<file path="config.mk">
export PLATFORM = sky130hd
export DESIGN_NAME = triple_click_gesture_classifier_flat
export DESIGN_NICKNAME = d
export VERILOG_FILES = /design/src/rtl/core/tcgc_pkg.sv /design/src/rtl/core/tcgc_evt_if.sv /design/src/rtl/core/tcgc_res_if.sv /design/src/rtl/core/tcgc_cfg_if.sv /design/src/rtl/core/triple_click_gesture_classifier.sv /design/src/flat_wrapper.sv
export VERILOG_INCLUDE_DIRS = /design/src /design/src/rtl/core
export SDC_FILE = /design/constraint.sdc
export NUM_CORES = 1
export LEC_CHECK = 0
export ABC_AREA = 0
export BUFFER_PORTS_ARGS = -buffer_cell sky130_fd_sc_hd__buf_2
export CAP_MARGIN = 20
export CORE_MARGIN = 1
export CORE_UTILIZATION = 40
export DETAILED_ROUTE_END_ITERATION = 8
export PLACE_DENSITY = 0.62
export SLEW_MARGIN = 20
export SYNTH_ARGS = -nofsm -noshare
export SYNTH_HDL_FRONTEND = slang
export SYNTH_SLANG_ARGS = --single-unit
</file>
<file path="constraint.sdc">
create_clock -name clk -period 5.33 [get_ports clk]
set_input_delay 0.533 -clock clk [delete_from_list [all_inputs] [get_ports clk]]
set_output_delay 0.533 -clock clk [all_outputs]
set_load 0.01 [all_outputs]
</file>
<file path="src/rtl/core/triple_click_gesture_classifier_defines.svh">
// Assertion macros for the triple-click gesture classifier.
// Used by the top level under rtl/core; needs signals clk and rst in scope.
`ifndef TRIPLE_CLICK_GESTURE_CLASSIFIER_DEFINES_SVH
`define TRIPLE_CLICK_GESTURE_CLASSIFIER_DEFINES_SVH

// Condition holds on every clock edge out of reset.
`define TCGC_ASSERT_ALWAYS(label, cond, msg) \
  label: assert property (@(posedge clk) disable iff (rst) (cond)) \
    else $error(msg);

// Antecedent on one edge implies consequent on the next edge.
`define TCGC_ASSERT_NEXT(label, ante, cons, msg) \
  label: assert property (@(posedge clk) disable iff (rst) (ante) |=> (cons)) \
    else $error(msg);

`endif

</file>
<file path="src/rtl/core/tcgc_pkg.sv">
// Package for the triple-click gesture classifier: widths, codes, reset values.
// No dependencies; used by the channel interfaces and the top level.
package tcgc_pkg;

  // Field widths
  localparam int CMD_W   = 3;
  localparam int COORD_W = 16;
  localparam int TIME_W  = 32;
  localparam int GEST_W  = 3;
  localparam int CNT_W   = 6;
  localparam int GAP_W   = 8;
  localparam int CLICK_W = 2;
  localparam int ADDR_W  = 2;
  localparam int DATA_W  = 16;

  // Default sample window per axis
  localparam int SAMPLE_WINDOW_DEF = 35;

  // Event command codes
  localparam logic [CMD_W-1:0] CMD_LEFT  = 3'd0;
  localparam logic [CMD_W-1:0] CMD_RIGHT = 3'd1;
  localparam logic [CMD_W-1:0] CMD_KEY   = 3'd2;
  localparam logic [CMD_W-1:0] CMD_POS_X = 3'd3;
  localparam logic [CMD_W-1:0] CMD_POS_Y = 3'd4;

  // Gesture codes
  localparam logic [GEST_W-1:0] GEST_VERTICAL   = 3'd0;
  localparam logic [GEST_W-1:0] GEST_HORIZONTAL = 3'd1;
  localparam logic [GEST_W-1:0] GEST_RIGHT_DIAG = 3'd2;
  localparam logic [GEST_W-1:0] GEST_LEFT_DIAG  = 3'd3;
  localparam logic [GEST_W-1:0] GEST_V_SHAPE    = 3'd4;

  // Configuration register indexes
  localparam logic [ADDR_W-1:0] REG_NARROW_SPAN = 2'd0;
  localparam logic [ADDR_W-1:0] REG_VERT_TRAVEL = 2'd1;
  localparam logic [ADDR_W-1:0] REG_CLICK_GAP   = 2'd2;

  // Register reset values
  localparam logic [COORD_W-1:0] NARROW_SPAN_RST = 16'd10000;
  localparam logic [COORD_W-1:0] VERT_TRAVEL_RST = 16'd3000;
  localparam logic [GAP_W-1:0]   CLICK_GAP_RST   = 8'd1;

  // Clicks that arm recording
  localparam logic [CLICK_W-1:0] CLICKS_TO_ARM = 2'd3;

endpackage

</file>
<file path="src/rtl/core/tcgc_evt_if.sv">
// Pointer event channel: valid/ready handshake, one event per beat.
// Depends on tcgc_pkg.
interface tcgc_evt_if;
  import tcgc_pkg::*;

  logic               valid;
  logic               ready;
  logic [CMD_W-1:0]   command;
  logic [COORD_W-1:0] event_value;
  logic [TIME_W-1:0]  time_sec;

  modport source (output valid, command, event_value, time_sec, input ready);
  modport sink   (input valid, command, event_value, time_sec, output ready);
endinterface

</file>
<file path="src/rtl/core/tcgc_res_if.sv">
// Gesture result channel: valid/ready handshake, one gesture per beat.
// Depends on tcgc_pkg.
interface tcgc_res_if;
  import tcgc_pkg::*;

  logic              valid;
  logic              ready;
  logic [GEST_W-1:0] gesture;
  logic [CNT_W-1:0]  x_samples;
  logic [CNT_W-1:0]  y_samples;

  modport source (output valid, gesture, x_samples, y_samples, input ready);
  modport sink   (input valid, gesture, x_samples, y_samples, output ready);
endinterface

</file>
<file path="src/rtl/core/tcgc_cfg_if.sv">
// Configuration write channel: valid/ready handshake, register index and data.
// Depends on tcgc_pkg.
interface tcgc_cfg_if;
  import tcgc_pkg::*;

  logic              valid;
  logic              ready;
  logic [ADDR_W-1:0] addr;
  logic [DATA_W-1:0] data;

  modport source (output valid, addr, data, input ready);
  modport sink   (input valid, addr, data, output ready);
endinterface

</file>
<file path="src/rtl/core/triple_click_gesture_classifier.sv">
// Triple-click gesture classifier, top level.
// Depends on tcgc_pkg, the tcgc_*_if channel interfaces and the assertion macro header.
//
// Takes one pointer event per clock while evt.ready is high and updates its click
// and sampling state in the same cycle. Three left presses, each within
// click_gap_seconds of the last button event, arm recording; X/Y positions then
// feed running min/max, the first/second X and first/last Y samples, and the next
// button press emits one gesture beat. Results go through an output register backed
// by one skid slot, so events keep flowing while a result waits; evt.ready drops
// only when both slots hold results. An event that ends a gesture shows on res.valid
// in the cycle after its beat when the output register is free or handed off at
// that edge; otherwise it waits in the skid slot until the output register drains.
// Configuration writes are taken every cycle and should be made only while idle.
`include "triple_click_gesture_classifier_defines.svh"

module triple_click_gesture_classifier #(
  parameter int SAMPLE_WINDOW = tcgc_pkg::SAMPLE_WINDOW_DEF
) (
  input logic        clk,
  input logic        rst,
  tcgc_evt_if.sink   evt,
  tcgc_res_if.source res,
  tcgc_cfg_if.sink   cfg
);
  import tcgc_pkg::*;

  localparam logic [CNT_W-1:0] WIN = CNT_W'(SAMPLE_WINDOW);

  // Config registers
  logic [COORD_W-1:0] narrow_span_limit;
  logic [COORD_W-1:0] vertical_travel_limit;
  logic [GAP_W-1:0]   click_gap_seconds;

  // Gesture state
  logic [CLICK_W-1:0] click_count, click_count_next;
  logic               recording, recording_next;
  logic [TIME_W-1:0]  last_button_time, last_button_time_next;
  logic [CNT_W-1:0]   x_count, x_count_next;
  logic [CNT_W-1:0]   y_count, y_count_next;
  logic [COORD_W-1:0] low_x, low_x_next, high_x, high_x_next;
  logic [COORD_W-1:0] low_y, low_y_next, high_y, high_y_next;
  logic [COORD_W-1:0] first_x, first_x_next, second_x, second_x_next;
  logic [COORD_W-1:0] first_y, first_y_next, last_y, last_y_next;

  // Output slot and skid slot
  logic              out_valid, skid_valid;
  logic [GEST_W-1:0] out_gesture, skid_gesture;
  logic [CNT_W-1:0]  out_x, out_y, skid_x, skid_y;

  logic              evt_fire;
  logic              produce;
  logic              press;
  logic              gap_over;
  logic [GEST_W-1:0] gesture_now;
  logic [COORD_W-1:0] travel;
  logic              x_narrow, y_narrow;

  assign evt.ready = !skid_valid;
  assign evt_fire  = evt.valid && evt.ready;
  assign cfg.ready = 1'b1;
  assign press     = (evt.event_value != '0);
  assign gap_over  = (evt.time_sec - last_button_time) > TIME_W'(click_gap_seconds);

  // Classification from the current window
  assign travel   = (last_y >= first_y) ? (last_y - first_y) : (first_y - last_y);
  assign x_narrow = (high_x < low_x) || ((high_x - low_x) <= narrow_span_limit);
  assign y_narrow = (high_y < low_y) || ((high_y - low_y) <= narrow_span_limit);

  always_comb begin
    if (x_narrow && (travel > vertical_travel_limit)) begin
      gesture_now = GEST_VERTICAL;
    end else if (y_narrow) begin
      gesture_now = GEST_HORIZONTAL;
    end else if (travel < vertical_travel_limit) begin
      gesture_now = GEST_V_SHAPE;
    end else if (first_x < second_x) begin
      gesture_now = GEST_RIGHT_DIAG;
    end else begin
      gesture_now = GEST_LEFT_DIAG;
    end
  end

  // Next-state logic for one event beat
  always_comb begin
    click_count_next      = click_count;
    recording_next        = recording;
    last_button_time_next = last_button_time;
    x_count_next          = x_count;
    y_count_next          = y_count;
    low_x_next            = low_x;
    high_x_next           = high_x;
    low_y_next            = low_y;
    high_y_next           = high_y;
    first_x_next          = first_x;
    second_x_next         = second_x;
    first_y_next          = first_y;
    last_y_next           = last_y;
    produce               = 1'b0;

    if (evt_fire) begin
      unique case (evt.command) inside
        CMD_LEFT, CMD_RIGHT: begin
          // drop a stale partial sequence first
          if ((click_count != '0) && !recording && gap_over) begin
            click_count_next = '0;
          end
          if (press) begin
            if (recording) begin
              produce          = 1'b1;
              click_count_next = '0;
              recording_next   = 1'b0;
            end else if (evt.command == CMD_LEFT) begin
              click_count_next = click_count_next + CLICK_W'(1);
              if (click_count_next == CLICKS_TO_ARM) begin
                recording_next = 1'b1;
              end
            end else begin
              click_count_next = '0;
            end
            // arming or finishing starts a fresh window
            if (recording || recording_next) begin
              x_count_next = '0;
              y_count_next = '0;
              low_x_next   = '1;
              high_x_next  = '0;
              low_y_next   = '1;
              high_y_next  = '0;
            end
          end
          last_button_time_next = evt.time_sec;
        end
        CMD_KEY: begin
          if (!recording) begin
            click_count_next = '0;
          end
        end
        CMD_POS_X: begin
          if (recording && (x_count < WIN)) begin
            if (x_count == '0) begin
              first_x_next = evt.event_value;
            end else if (x_count == CNT_W'(1)) begin
              second_x_next = evt.event_value;
            end
            if (evt.event_value < low_x) low_x_next = evt.event_value;
            if (evt.event_value > high_x) high_x_next = evt.event_value;
            x_count_next = x_count + CNT_W'(1);
          end
        end
        CMD_POS_Y: begin
          if (recording) begin
            if (y_count < WIN) begin
              if (y_count == '0) begin
                first_y_next = evt.event_value;
              end
              if (evt.event_value < low_y) low_y_next = evt.event_value;
              if (evt.event_value > high_y) high_y_next = evt.event_value;
              y_count_next = y_count + CNT_W'(1);
            end
            last_y_next = evt.event_value;
          end
        end
        default: begin
        end
      endcase
    end
  end

  // Gesture state registers
  always_ff @(posedge clk) begin
    if (rst) begin
      click_count      <= '0;
      recording        <= 1'b0;
      last_button_time <= '0;
      x_count          <= '0;
      y_count          <= '0;
      low_x            <= '1;
      high_x           <= '0;
      low_y            <= '1;
      high_y           <= '0;
      first_x          <= '0;
      second_x         <= '0;
      first_y          <= '0;
      last_y           <= '0;
    end else begin
      click_count      <= click_count_next;
      recording        <= recording_next;
      last_button_time <= last_button_time_next;
      x_count          <= x_count_next;
      y_count          <= y_count_next;
      low_x            <= low_x_next;
      high_x           <= high_x_next;
      low_y            <= low_y_next;
      high_y           <= high_y_next;
      first_x          <= first_x_next;
      second_x         <= second_x_next;
      first_y          <= first_y_next;
      last_y           <= last_y_next;
    end
  end

  // Config register writes
  always_ff @(posedge clk) begin
    if (rst) begin
      narrow_span_limit     <= NARROW_SPAN_RST;
      vertical_travel_limit <= VERT_TRAVEL_RST;
      click_gap_seconds     <= CLICK_GAP_RST;
    end else if (cfg.valid && cfg.ready) begin
      unique case (cfg.addr)
        REG_NARROW_SPAN: narrow_span_limit     <= cfg.data;
        REG_VERT_TRAVEL: vertical_travel_limit <= cfg.data;
        REG_CLICK_GAP:   click_gap_seconds     <= cfg.data[GAP_W-1:0];
        default: begin
        end
      endcase
    end
  end

  // Output slot valid flags
  always_ff @(posedge clk) begin
    if (rst) begin
      out_valid  <= 1'b0;
      skid_valid <= 1'b0;
    end else if (!out_valid || res.ready) begin
      out_valid  <= skid_valid || produce;
      skid_valid <= skid_valid && produce;
    end else if (produce) begin
      skid_valid <= 1'b1;
    end
  end

  // Output slot payloads
  always_ff @(posedge clk) begin
    if (!out_valid || res.ready) begin
      if (skid_valid) begin
        out_gesture <= skid_gesture;
        out_x       <= skid_x;
        out_y       <= skid_y;
        if (produce) begin
          skid_gesture <= gesture_now;
          skid_x       <= x_count;
          skid_y       <= y_count;
        end
      end else if (produce) begin
        out_gesture <= gesture_now;
        out_x       <= x_count;
        out_y       <= y_count;
      end
    end else if (produce) begin
      skid_gesture <= gesture_now;
      skid_x       <= x_count;
      skid_y       <= y_count;
    end
  end

  assign res.valid     = out_valid;
  assign res.gesture   = out_gesture;
  assign res.x_samples = out_x;
  assign res.y_samples = out_y;

  // Checks
  `TCGC_ASSERT_ALWAYS(a_skid_behind_out, !skid_valid || out_valid,
    "skid slot full while output slot empty")
  `TCGC_ASSERT_ALWAYS(a_rec_armed_count, !recording || (click_count == CLICKS_TO_ARM),
    "recording without a full click sequence")
  `TCGC_ASSERT_ALWAYS(a_idle_window_empty, recording || ((x_count == '0) && (y_count == '0)),
    "samples held while not recording")
  `TCGC_ASSERT_ALWAYS(a_count_bound, (x_count <= WIN) && (y_count <= WIN),
    "sample count past window")
  `TCGC_ASSERT_NEXT(a_result_lands, produce, res.valid,
    "finished gesture not presented")

endmodule

</file>
<file path="src/flat_wrapper.sv">
// flat-port wrapper written by rule: the top's interface ports become plain ports
module triple_click_gesture_classifier_flat import tcgc_pkg::*;
#(
  parameter int SAMPLE_WINDOW = tcgc_pkg::SAMPLE_WINDOW_DEF
)
  (clk, rst, evt_valid, evt_command, evt_event_value, evt_time_sec, evt_ready, res_valid, res_gesture, res_x_samples, res_y_samples, res_ready, cfg_valid, cfg_addr, cfg_data, cfg_ready);
  tcgc_evt_if evt_i ();
  tcgc_res_if res_i ();
  tcgc_cfg_if cfg_i ();
  input logic clk;
  input logic rst;
  input wire logic [$bits(evt_i.valid)-1:0] evt_valid;
  input wire logic [$bits(evt_i.command)-1:0] evt_command;
  input wire logic [$bits(evt_i.event_value)-1:0] evt_event_value;
  input wire logic [$bits(evt_i.time_sec)-1:0] evt_time_sec;
  output wire logic [$bits(evt_i.ready)-1:0] evt_ready;
  output wire logic [$bits(res_i.valid)-1:0] res_valid;
  output wire logic [$bits(res_i.gesture)-1:0] res_gesture;
  output wire logic [$bits(res_i.x_samples)-1:0] res_x_samples;
  output wire logic [$bits(res_i.y_samples)-1:0] res_y_samples;
  input wire logic [$bits(res_i.ready)-1:0] res_ready;
  input wire logic [$bits(cfg_i.valid)-1:0] cfg_valid;
  input wire logic [$bits(cfg_i.addr)-1:0] cfg_addr;
  input wire logic [$bits(cfg_i.data)-1:0] cfg_data;
  output wire logic [$bits(cfg_i.ready)-1:0] cfg_ready;
  assign evt_i.valid = evt_valid;
  assign evt_i.command = evt_command;
  assign evt_i.event_value = evt_event_value;
  assign evt_i.time_sec = evt_time_sec;
  assign evt_ready = evt_i.ready;
  assign res_valid = res_i.valid;
  assign res_gesture = res_i.gesture;
  assign res_x_samples = res_i.x_samples;
  assign res_y_samples = res_i.y_samples;
  assign res_i.ready = res_ready;
  assign cfg_i.valid = cfg_valid;
  assign cfg_i.addr = cfg_addr;
  assign cfg_i.data = cfg_data;
  assign cfg_ready = cfg_i.ready;
  triple_click_gesture_classifier #(.SAMPLE_WINDOW(SAMPLE_WINDOW)) u_core (.clk(clk), .rst(rst), .evt(evt_i), .res(res_i), .cfg(cfg_i));
endmodule
</file>
==> impl_metrics.env <==
export IMPL_worstPathRequired_ns=5.65
export IMPL_clkTransAtPathRegs_ns=0.06
export IMPL_synth_ff_latch_count=247
export IMPL_maxSlewHeadroom_pct=40.0
export IMPL_yosys_warnings=0
export IMPL_yosys_top_cells_area="dfxtp_1, ha_1, a21oi_1"
export IMPL_dpl_worst_slack_ns=-0.326
export IMPL_grt_util_met1_pct=27.0
export IMPL_grt_pass1_wl_mm=75.9
export IMPL_timing_fmax_ghz=0.201
export IMPL_yosysMostFrequentCell="nand2_1"
export IMPL_ios=92
export IMPL_finalWorstSetupSlack_ns=0.351
export IMPL_yosys_top_cells_count="nand2_1, ha_1, dfxtp_1"
export IMPL_cts_buffers=29
export IMPL_num_vias=15100
export IMPL_dpl_hpwl_mm=35.9
export IMPL_first_pass_iters=7
export IMPL_synthCells=2114
export IMPL_synth_distinct_cells=81
export IMPL_use_met2_pct=37.2
export IMPL_design_area_sq_um=19600
export IMPL_totalWireLength_mm=47.4
export IMPL_period_share_pct=93.4
export IMPL_drt_initial_drc_count=1040
export IMPL_cts_tree="built"
export IMPL_synth_compound_area_share_pct=19.7
export IMPL_port_buffers=90
export IMPL_status="finished, final reports clean"
export IMPL_via_per_inst=5.41
export IMPL_whs_path_depth=2
export IMPL_irDropWorstVdd_mv=0.234
export IMPL_area_growth_pct=12.9
export IMPL_worst_path_max_fanout=16
export IMPL_finalCriticalPeriod_ns=4.98
export IMPL_slew_viol_final=0
export IMPL_yosysTopAreaCellShare_pct=25.1
export IMPL_grt_pass1_vias=14800
export IMPL_multi_input_area_sq_um=10900
export IMPL_n_fill_cell=4133
export IMPL_synth_fa_ha_area_share_pct=17.4
export IMPL_grt_max_degree=113
export IMPL_placed_area_sq_um=18500
export IMPL_async_reset_ff_share_pct=0
export IMPL_drc=0
export IMPL_fin_tns_setup_ns=0
export IMPL_skew_ns=0.0143
export IMPL_rsz0062_at_grt="yes"
export IMPL_worst_setup_path_type="flip-flop to flip-flop"
export IMPL_ant_nets=0
export IMPL_synth_ff_type="dfxtp_1"
export IMPL_max_slew_worst_pin_slew_ns=0.900
export IMPL_dieArea_sq_um=44200
export IMPL_cts_sinks=247
export IMPL_antenna_found_initial=2
export IMPL_place_gp_congestion=0.903
export IMPL_cp_end_kind="flip-flop"
export IMPL_use_met3_pct=2.01
export IMPL_die_w_um=210
export IMPL_p_per_area_nw_per_um2=231
export IMPL_start_kind="flip-flop"
export IMPL_cts_htree_levels=1
export IMPL_synth_xor_area_share_pct=3.18
export IMPL_track_usage_pct=21.1
export IMPL_synth_fp_nets=2426
export IMPL_register_area_sq_um=5250
export IMPL_syn_cell_area_sq_um=17300
export IMPL_cts_hold_fix_buffers=0
export IMPL_hold_path_class="primary input to flip-flop"
export IMPL_final_layout_size_suffix_gt1_share_pct=10.6
export IMPL_p_leak_nw=8.69
export IMPL_insertion_delay_ns=0.58
export IMPL_setup_viol=0
export IMPL_seq_area_frac_synth_pct=30.3
export IMPL_drv_cap=0
export IMPL_grt_overflow=0
export IMPL_gr_max_usage_layer="met2"
export IMPL_synth_edff_count=30
export IMPL_r2r_cells=23
export IMPL_total_power_mw=4.52
export IMPL_clock_path_buffers=3
export IMPL_die_height_um=210
export IMPL_core_area_sq_um=42300
export IMPL_muxShareOfSynthArea_pct=5.47
export IMPL_finalNetCount=2504
export IMPL_syn_avg_cell_area_sq_um=8.20
export IMPL_worstPathArrival_ns=5.30
export IMPL_hold_viol_final=0
export IMPL_synth_largest_area_cell="dfxtp_1"
export IMPL_yosys_area_share_simple_pct=17.0
export IMPL_synth_top_family_by_area="compound AO/OA/AOI/OAI gates"
export IMPL_rows=75
export IMPL_root_buffer="clkbuf_16"
export IMPL_avgRoutedWirePerCell_um=17.0
export IMPL_start_util_pct=41.0
==> timing repair <==
item | 4_1_cts | 5_1_grt
gates resized for setup | 0 | 10
endpoints found under the hold margin | 0 | 0
setup endpoints to repair | 0 | 70
setup buffers | 0 | 2
==> critical path: stages, from the launching register on <==
cell	delay, ns
dfxtp_1	0.35
inv_1	0.06
ha_2	0.40
and3_2	0.25
nand2_1	0.10
or4_1	0.55
a41o_1	0.22
a21oi_2	0.14
buf_6	0.19
buf_4	0.22
a211oi_1	0.10
nor3_1	0.25
xnor2_1	0.18
ha_1	0.28
a21o_1	0.17
a21oi_1	0.14
nor2b_1	0.05
o21ai_0	0.14
nand2_1	0.06
o22ai_1	0.16
buf_4	0.20
nor2_1	0.06
o22a_1	0.18
mux2_2	0.27
==> flip-flops by register name (all words and copies together), names as in the netlist, 8 cells and up <==
name                          count
u_core.last_button_time          32
u_core.first_x                   16
u_core.first_y                   16
u_core.high_x                    16
u_core.high_y                    16
u_core.last_y                    16
u_core.low_x                     16
u_core.low_y                     16
u_core.narrow_span_limit         16
u_core.second_x                  16
u_core.vertical_travel_limit     16
u_core.click_gap_seconds          8
==> layer usage <==
layer  up-vias  part of all wire (%)
met5         -                 0.027
met4         2                   3.1
met3        87                   4.4
met2       327                    48
met1      7147                    44
li1       7540                     -
==> cells in the final DEF (no fill, tap or decap), types with 29 or more instances in the layout <==
cell	count
nand2_1	245
ha_1	232
dfxtp_1	217
inv_1	215
nor2_1	191
a21oi_1	184
buf_2	89
mux2i_1	79
o21ai_0	66
a21o_1	59
buf_4	50
xnor2_1	44
nand4_1	34
nor3_1	31
edfxtp_1	30
clkbuf_16	29
==> cell type report <==
class / count / share of cell area, %
Multi-Input combinational cell: 1556 / 56.0
Sequential cell: 247 / 26.8
Timing Repair Buffer: 143 / 4.52
Clock buffer: 42 / 4.18
Inverter: 215 / 4.13
Tap cell: 577 / 3.69
Clock inverter: 12 / 0.697
Antenna cell: 1 / 0.0128
==> cell families after synthesis <==
group           Yosys count
compound gates          513
xor+xnor                 63
fa+ha+maj               238
buf+inv                 311
flops                   247
mux                      93
other cells               1
simple gates            648
==> stage by stage <==
stage | utilization, % | std cells | hold slack, ns
finish | 46.2 | 2793 | 0.179
global route | 46.2 | 2793 | 0.170
CTS | 46.1 | 2790 | 0.157
detailed placement | 43.8 | 2736 | 0.445
global placement | 43.8 | 2736 | 0.437
floorplan | - | 2114 | 0.427
==> path summary, 6_finish.rpt <==
| path | start | to | slack, ns |
|---|---|---|---|
| setup / recovery | u_core.last_y[6] | u_core.res.gesture[0] | 0.35 |
| hold / removal | cfg_data[11] | u_core.vertical_travel_limit[11] | 0.18 |
| setup reg to reg | u_core.last_y[6] | u_core.res.gesture[0] | 0.35 |
| hold reg to reg | u_core.second_x[4] | u_core.second_x[4] | 0.45 |
==> where the power goes <==
| part | leakage [nW] | switching, mW | internal [mW] | total, mW |
|---|---|---|---|---|
| Sequential | 2.04 | 0.0146 | 1.90 | 1.92 |
| Clock | 0.474 | 0.836 | 1.17 | 2.00 |
| Combinational | 6.18 | 0.369 | 0.233 | 0.602 |
| Total | 8.69 | 1.22 | 3.31 | 4.52 |
(Power assumes the default switching activity.)
